[config.mk]
export PLATFORM = sky130hd
export DESIGN_NAME = gcd_lcm_unit
export DESIGN_NICKNAME = d
export VERILOG_FILES = /design/src/gcdlcm_pkg.sv /design/src/gcd_lcm_unit.sv /design/src/gcdlcm_dp.sv /design/src/gcdlcm_ctrl.sv
export SDC_FILE = /design/constraint.sdc
export NUM_CORES = 2
export LEC_CHECK = 0
export ABC_AREA = 1
export BUFFER_PORTS_ARGS = -buffer_cell sky130_fd_sc_hd__buf_2
export CAP_MARGIN = 20
export CORE_MARGIN = 2
export CORE_UTILIZATION = 30
export CTS_CLUSTER_DIAMETER = 30
export CTS_CLUSTER_SIZE = 20
export DETAILED_ROUTE_END_ITERATION = 6
export PLACE_DENSITY = 0.42
export SLEW_MARGIN = 20
export SYNTH_ARGS = -nofsm -noshare
export SYNTH_HDL_FRONTEND = slang
export SYNTH_HIERARCHICAL = 1
export SYNTH_SLANG_ARGS = --single-unit
[constraint.sdc]
create_clock -name i_clk -period 13.6 [get_ports i_clk]
set_clock_uncertainty 0.2 [all_clocks]
set_input_delay 3.4 -clock i_clk [delete_from_list [all_inputs] [get_ports i_clk]]
set_output_delay 3.4 -clock i_clk [all_outputs]
set_load 0.02 [all_outputs]
[src/gcdlcm_pkg.sv]
// shared constants and controller/datapath interface types for the gcd/lcm unit
package gcdlcm_pkg;

    localparam int DEF_OPERAND_WIDTH = 32;
    localparam int IN_WIDTH          = 32;
    localparam int GCD_WIDTH         = 32;
    localparam int LCM_WIDTH         = 64;

    typedef struct packed {
        logic load;
        logic gcd_step;
        logic div_init;
        logic div_step;
        logic mul;
        logic out_load;
    } t_dp_cmd;

    typedef struct packed {
        logic invalid;
        logic gcd_done;
        logic div_last;
    } t_dp_status;

endpackage

[src/gcd_lcm_unit.sv]
// top level of the gcd/lcm unit: stream ports, controller and datapath
// usage:
//   an operand pair is a transfer on the s_axis side (operand_a in tdata[31:0],
//   operand_b in tdata[63:32]); only the low OPERAND_WIDTH bits of each are used
//   the result is a transfer on the m_axis side: gcd in tdata[31:0], lcm at
//   double width in tdata[95:32], invalid flag in tuser
//   a zero operand gives gcd 0, lcm 0 and invalid set
// sequence: a load, then one binary gcd step per cycle until the two
//   values meet and a check that sees it, a divider setup, the restoring
//   divider for a/gcd, a multiply and a load into the result register;
//   the run time is set by the gcd loop and the one-bit-per-cycle divider
//   an invalid pair skips the gcd loop, the division and the multiply and
//   goes straight to the result register
// throughput: one pair at a time; tready is high only while the unit is idle,
//   and the next pair may be taken while a finished result still waits
// reset: synchronous, active low; clears the state machine and the output valid
// stall: a held result stays in the output register, and a later result waits
//   in the last stage until the receiver takes it
module gcd_lcm_unit
    import gcdlcm_pkg::*;
#(
    parameter int OPERAND_WIDTH = DEF_OPERAND_WIDTH
) (
    input  logic                            i_clk,
    input  logic                            i_rst_n,
    input  logic                            i_s_axis_tvalid,
    output logic                            o_s_axis_tready,
    input  logic [2*IN_WIDTH-1:0]           i_s_axis_tdata,  // operand_a, operand_b
    output logic                            o_m_axis_tvalid,
    input  logic                            i_m_axis_tready,
    output logic [GCD_WIDTH+LCM_WIDTH-1:0]  o_m_axis_tdata,  // gcd_value, lcm_value
    output logic                            o_m_axis_tuser   // invalid
);

    t_dp_cmd              cmd;
    t_dp_status           status;
    logic [GCD_WIDTH-1:0] gcd_value;
    logic [LCM_WIDTH-1:0] lcm_value;
    logic                 invalid;

    gcdlcm_ctrl u_ctrl (
        .i_clk       (i_clk),
        .i_rst_n     (i_rst_n),
        .i_in_valid  (i_s_axis_tvalid),
        .o_in_ready  (o_s_axis_tready),
        .o_out_valid (o_m_axis_tvalid),
        .i_out_ready (i_m_axis_tready),
        .i_status    (status),
        .o_cmd       (cmd)
    );

    gcdlcm_dp #(
        .OPERAND_WIDTH (OPERAND_WIDTH)
    ) u_dp (
        .i_clk       (i_clk),
        .i_operand_a (i_s_axis_tdata[IN_WIDTH-1:0]),
        .i_operand_b (i_s_axis_tdata[2*IN_WIDTH-1:IN_WIDTH]),
        .i_cmd       (cmd),
        .o_status    (status),
        .o_gcd_value (gcd_value),
        .o_lcm_value (lcm_value),
        .o_invalid   (invalid)
    );

    assign o_m_axis_tdata = {lcm_value, gcd_value};
    assign o_m_axis_tuser = invalid;

endmodule

[src/gcdlcm_dp.sv]
// datapath: binary gcd, serial restoring divider, multiplier and result register
module gcdlcm_dp
    import gcdlcm_pkg::*;
#(
    parameter int OPERAND_WIDTH = DEF_OPERAND_WIDTH
) (
    input  logic                  i_clk,
    input  logic [IN_WIDTH-1:0]   i_operand_a,
    input  logic [IN_WIDTH-1:0]   i_operand_b,
    input  t_dp_cmd               i_cmd,
    output t_dp_status            o_status,
    output logic [GCD_WIDTH-1:0]  o_gcd_value,
    output logic [LCM_WIDTH-1:0]  o_lcm_value,
    output logic                  o_invalid
);

    localparam int W  = OPERAND_WIDTH;
    localparam int KW = $clog2(W);
    localparam int PW = 2 * W;

    logic [W-1:0]   r_a, r_b, r_a_orig, r_b_orig, r_g, r_quo, r_rem;
    logic [KW-1:0]  r_k, r_cnt;
    logic           r_inv;
    logic [PW-1:0]  r_prod;
    logic [GCD_WIDTH-1:0] r_out_gcd;
    logic [LCM_WIDTH-1:0] r_out_lcm;
    logic           r_out_inv;

    logic [W-1:0]   n_a, n_b;
    logic [KW-1:0]  n_k;
    logic [W:0]     a_minus_b;
    logic [W-1:0]   b_minus_a;
    logic [W:0]     div_shift;
    logic [W:0]     div_trial;
    logic           div_bit;

    // one step of the binary gcd
    always_comb begin
        a_minus_b = {1'b0, r_a} - {1'b0, r_b};
        b_minus_a = r_b - r_a;
        n_a = r_a;
        n_b = r_b;
        n_k = r_k;
        if (!r_a[0] && !r_b[0]) begin
            n_a = r_a >> 1;
            n_b = r_b >> 1;
            n_k = r_k + 1'b1;
        end else if (!r_a[0]) begin
            n_a = r_a >> 1;
        end else if (!r_b[0]) begin
            n_b = r_b >> 1;
        end else if (a_minus_b[W]) begin
            n_b = b_minus_a;
        end else begin
            n_a = a_minus_b[W-1:0];
        end
    end

    // one step of the restoring divider
    always_comb begin
        div_shift = {r_rem, r_quo[W-1]};
        div_trial = div_shift - {1'b0, r_g};
        div_bit   = !div_trial[W];
    end

    always_ff @(posedge i_clk) begin
        if (i_cmd.load) begin
            r_a      <= i_operand_a[W-1:0];
            r_b      <= i_operand_b[W-1:0];
            r_a_orig <= i_operand_a[W-1:0];
            r_b_orig <= i_operand_b[W-1:0];
            r_k      <= '0;
            r_inv    <= (i_operand_a[W-1:0] == '0) || (i_operand_b[W-1:0] == '0);
        end else if (i_cmd.gcd_step) begin
            r_a <= n_a;
            r_b <= n_b;
            r_k <= n_k;
        end
        if (i_cmd.div_init) begin
            r_g   <= r_a << r_k;
            r_rem <= '0;
            r_quo <= r_a_orig;
            r_cnt <= '0;
        end else if (i_cmd.div_step) begin
            r_rem <= div_bit ? div_trial[W-1:0] : div_shift[W-1:0];
            r_quo <= {r_quo[W-2:0], div_bit};
            r_cnt <= r_cnt + 1'b1;
        end
        if (i_cmd.mul) begin
            r_prod <= PW'(r_quo) * PW'(r_b_orig);
        end
        if (i_cmd.out_load) begin
            r_out_inv <= r_inv;
            r_out_gcd <= r_inv ? '0 : GCD_WIDTH'(r_g);
            r_out_lcm <= r_inv ? '0 : LCM_WIDTH'(r_prod);
        end
    end

    assign o_status.invalid  = r_inv;
    assign o_status.gcd_done = (r_a == r_b);
    assign o_status.div_last = (r_cnt == KW'(W - 1));

    assign o_gcd_value = r_out_gcd;
    assign o_lcm_value = r_out_lcm;
    assign o_invalid   = r_out_inv;

endmodule

[src/gcdlcm_ctrl.sv]
// controller state machine sequencing gcd, division, multiply and result transfer
module gcdlcm_ctrl
    import gcdlcm_pkg::*;
(
    input  logic        i_clk,
    input  logic        i_rst_n,
    input  logic        i_in_valid,
    output logic        o_in_ready,
    output logic        o_out_valid,
    input  logic        i_out_ready,
    input  t_dp_status  i_status,
    output t_dp_cmd     o_cmd
);

    typedef enum logic [2:0] {
        S_IDLE,
        S_GCD,
        S_DIVINIT,
        S_DIV,
        S_MUL,
        S_OUT
    } t_state;

    t_state r_state, n_state;
    logic   r_out_valid;
    logic   out_free;

    assign out_free   = !r_out_valid || i_out_ready;
    assign o_in_ready = (r_state == S_IDLE);

    always_comb begin
        o_cmd   = '0;
        n_state = r_state;
        case (r_state)
            S_IDLE: begin
                if (i_in_valid) begin
                    o_cmd.load = 1'b1;
                    n_state    = S_GCD;
                end
            end
            S_GCD: begin
                if (i_status.invalid) begin
                    n_state = S_OUT;
                end else if (i_status.gcd_done) begin
                    n_state = S_DIVINIT;
                end else begin
                    o_cmd.gcd_step = 1'b1;
                end
            end
            S_DIVINIT: begin
                o_cmd.div_init = 1'b1;
                n_state        = S_DIV;
            end
            S_DIV: begin
                o_cmd.div_step = 1'b1;
                if (i_status.div_last) begin
                    n_state = S_MUL;
                end
            end
            S_MUL: begin
                o_cmd.mul = 1'b1;
                n_state   = S_OUT;
            end
            S_OUT: begin
                if (out_free) begin
                    o_cmd.out_load = 1'b1;
                    n_state        = S_IDLE;
                end
            end
            default: begin
                n_state = S_IDLE;
            end
        endcase
    end

    always_ff @(posedge i_clk) begin
        if (!i_rst_n) begin
            r_state     <= S_IDLE;
            r_out_valid <= 1'b0;
        end else begin
            r_state <= n_state;
            if (o_cmd.out_load) begin
                r_out_valid <= 1'b1;
            end else if (i_out_ready) begin
                r_out_valid <= 1'b0;
            end
        end
    end

    assign o_out_valid = r_out_valid;

endmodule
==> metrics.md <==
| Metric | Value |
|---|---|
| Syn Area/Cell | `around 7.7 µm²` |
| Status | `finished clean` |
| Final Net Count | `between 9000 and 10000` |
| Synth Register Bits | `400` |
| Die X | `about 450 µm` |
| Most used cell, CP | `fa_1` |
| Final ANT Viol Nets | `0` |
| Cell variety after synth | `45` |
| Setup violators final | `0` |
| TritonCTS clock tree | `yes` |
| Pre-antenna DRT Iters | `5` |
| Worst hold path type | `register to register` |
| Root Buffer | `clkbuf_16` |
| Worst r2r dst | `u_dp/r_prod[61]$_DFFE_PP_` |
| Hold EP | `u_dp/r_rem[2]$_SDFFE_PP0P_` |
| Initial core utilization | `30.2%` |
| I/O pin count | `about 170` |
| Most common cell after layout, fill and taps aside | `nand2_1` |
| P&R area growth vs syn | `13.0%` |
| Clock latency on the worst-skew pair | `roughly 800 ps` |
| FFs w/ async S/R, synth | `0%` |
| Slowest stage delay, CP | `between 1000 and 1500 ps` |
| Syn nets | `8998` |
| Largest net degree at the start of global routing | `a little under 70` |
| Final count of pins violating max slew | `0` |
| Core area | `about 0.2 mm²` |
| Setup_tns | `0 ps` |
| Syn. warnings | `6` |
| Unrepaired setup endpoints after global routing | `false` |
| Hold depth | `4` |
| WL/cell | `20.9 µm` |
| Total number of vias | `slightly below 50000` |
| Type of the worst setup path | `register to register` |
| EDFF count, synth | `354` |
| Main synth FF type | `edfxtp_1` |
| Final Hold Viols | `0` |
| Final GP Congestion | `0.966` |
| Global-route wire length before repair | `between 300 and 400 mm` |
| Post-route DRC | `0` |
| Clk sink count | `400` |
| Max-cap violations | `0` |
| Post-CTS setup buffer count | `0` |
| CTS resizes | `0` |
| Final Util | `around 34%` |
| R2r startpoint | `u_dp/r_quo[23]$_DFFE_PP_` |
| Total gr overflow | `0` |
| Crit path launch type | `register` |
| Total CTS buffers | `118` |
| # port buffers | `roughly 170` |
| Total Wirelength | `216 mm` |
| Clock Pin Slew Worst Setup and Hold Paths | `about 50 ps` |
| Final worst path period need | `between 7000 and 8000 ps` |
| Crit-path cells | `buf_4, nand2_1, inv_1, fa_1, fa_1, inv_1, fa_1, inv_1, fa_1, fa_1, fa_1, inv_1, fa_1, inv_1, ha_1, ha_1, a21oi_1, o21ai_0, a21oi_1, o21ai_0, a21oi_1, nand2_1, nand2_1, nand2_1` |
| Worst hold path startpoint | `u_dp/r_rem[1]$_SDFFE_PP0P_` |
| Worst-path maximum fanout | `19` |
| Netlist Area Pre-Place | `0.0587 mm²` |
| CP Capture Type | `register` |
| Slowest-stage cell, CP | `edfxtp_1` |
| Worst-margin pin slew | `roughly 1200 ps` |
| Initial antenna violation count | `0` |
| CP arrival | `a little over 8000 ps` |
| FF-to-FF path depth | `24` |
| Gate Count Post-Synth | `around 7700` |
| Number of global-route vias before repair | `~52000` |
| DP Wirelength | `170 mm` |
| H-tree levels | `3` |
| Max-slew headroom at the worst pin | `between 20% and 30%` |
| Post-synthesis sequential area ratio | `approximately a fifth` |
| Most frequent cells in the layout | `2201 x nand2_1, 2035 x inv_1, 899 x fa_1, 446 x nor2_1, 363 x ha_1` |
| Num rows | `162` |
| Max frequency | `approximately 130 MHz` |
| CTS Buffer Depth | `3` |
| Initial DRC count | `about 3400` |
| Die ar. | `0.199 mm²` |
| Worst Path Required | `13840 ps` |
| Setup slack, reg-to-reg | `roughly 5600 ps` |
| Vias per cell | `about 4.7` |
| Tot GR Track Use | `22.0%` |
| CTS Hold Bufs | `0` |
| Layout cell share with drive strength beyond 1 | `about 6.4%` |
| Final period util | `between 50% and 60%` |
| Die height | `around 450 µm` |
## cells in the mapped netlist, types with 8 or more instances
library cell	count	area (µm²)
o21ai_0	166	831
dfxtp_1	46	921
nor2_2	8	50.1
inv_2	8	30.0
o21bai_1	22	165
a21oi_1	291	1460
nand3b_1	12	90.1
nor3_1	37	185
xor2_1	54	473
a31oi_1	9	56.3
mux2i_1	16	160
nor4_1	20	125
nand3_1	201	1010
ha_1	363	4540
nand2_2	11	68.8
xnor2_1	34	298
buf_4	9	67.6
inv_1	2037	7650
buf_2	18	90.1
fa_1	899	18000
clkbuf_1	287	1080
nand2_1	2201	8260
nor2_1	450	1690
o211ai_1	12	90.1
edfxtp_1	354	10600
nand4_1	45	282
## routing by layer
metal	part of all wire, %	global-route usage, %	vias to the layer above	routed length [µm]
met4	2.9	6.49	0	6370
met3	4.6	2.31	249	9900
li1	-	-	22600	-
met2	46	36.4	1298	100000
met1	46	30.2	24300	99400
met5	0	0	-	0
## area by class of cell
cell class	count	area (µm²)
fillers	20900	128000
multi-input cells	4894	38200
well taps	2542	3180
clock inverters	83	1100
clock buffers	139	3030
inverters	2048	7690
repair buffers	259	1530
diodes	1	2.50
flip-flops and latches	400	11600
## worst max-delay path: cells and delay by family (launching register included)
family | cells | cell delay [ps]
buffers and inverters | 6 | 760
adder cells (fa/ha/maj) | 9 | 4100
flip-flops | 1 | 1010
AO/OA/AOI/OAI | 5 | 1240
AND/OR/NAND/NOR | 4 | 300
## metrics by stage
| stage | std cells | setup WS (ps) | area [µm²] | hold WS, ps |
|---|---|---|---|---|
| 2_1_floorplan | 7668 | 1960 | 58700 | 248 |
| 4_1_cts | 10400 | 5700 | 66300 | 238 |
| 5_1_grt | 10400 | 5370 | 66300 | 288 |
| 6_report | 10400 | 5650 | 66300 | 252 |
| 3_5_place_dp | 10100 | 5760 | 62200 | 263 |
| 3_3_place_gp | 10100 | 5820 | 62200 | 263 |
## flip-flops by register name, summed over array words and instances, names as in the netlist
name	count
u_dp/r_b	32
u_dp/r_cnt	5
u_dp/o_invalid	1
u_dp/r_quo	32
u_dp/o_gcd_value	32
u_dp/o_lcm_value	64
u_dp/r_a	32
u_ctrl/o_out_valid	1
u_dp/r_prod	64
u_dp/r_b_orig	32
u_dp/r_rem	32
u_dp/r_a_orig	32
u_ctrl/r_state	3
u_dp/r_inv	1
u_dp/r_k	5
u_dp/r_g	32
## how the worst max path moves through the flow
stage                             startpoint  slack [ps]                        end
finish              u_dp/r_quo[23]$_DFFE_PP_        5650  u_dp/r_prod[61]$_DFFE_PP_
global route        u_dp/r_quo[23]$_DFFE_PP_        5370  u_dp/r_prod[62]$_DFFE_PP_
CTS                 u_dp/r_quo[23]$_DFFE_PP_        5700  u_dp/r_prod[61]$_DFFE_PP_
detailed placement  u_dp/r_quo[23]$_DFFE_PP_        5760  u_dp/r_prod[61]$_DFFE_PP_
global placement    u_dp/r_quo[23]$_DFFE_PP_        5820  u_dp/r_prod[61]$_DFFE_PP_
floorplan                    i_s_axis_tvalid        1960     u_dp/r_b[10]$_DFFE_PP_
## cell families (layout without fill, tap and decap cells)
kind of cell / Yosys count / in the layout / synth area share, %
simple gates: 2997 / 2997 / 20.2
buf+inv: 2374 / 2529 / 15.3
fa+ha+maj: 1262 / 1262 / 38.4
compound gates: 531 / 531 / 4.82
flops: 400 / 400 / 19.7
xor+xnor: 88 / 88 / 1.31
mux: 16 / 16 / 0.273
other cells: 0 / 1 / 0
Power is not shown: default switching activity piles up to over one toggle a cycle in this logic, so the estimate is an artifact.
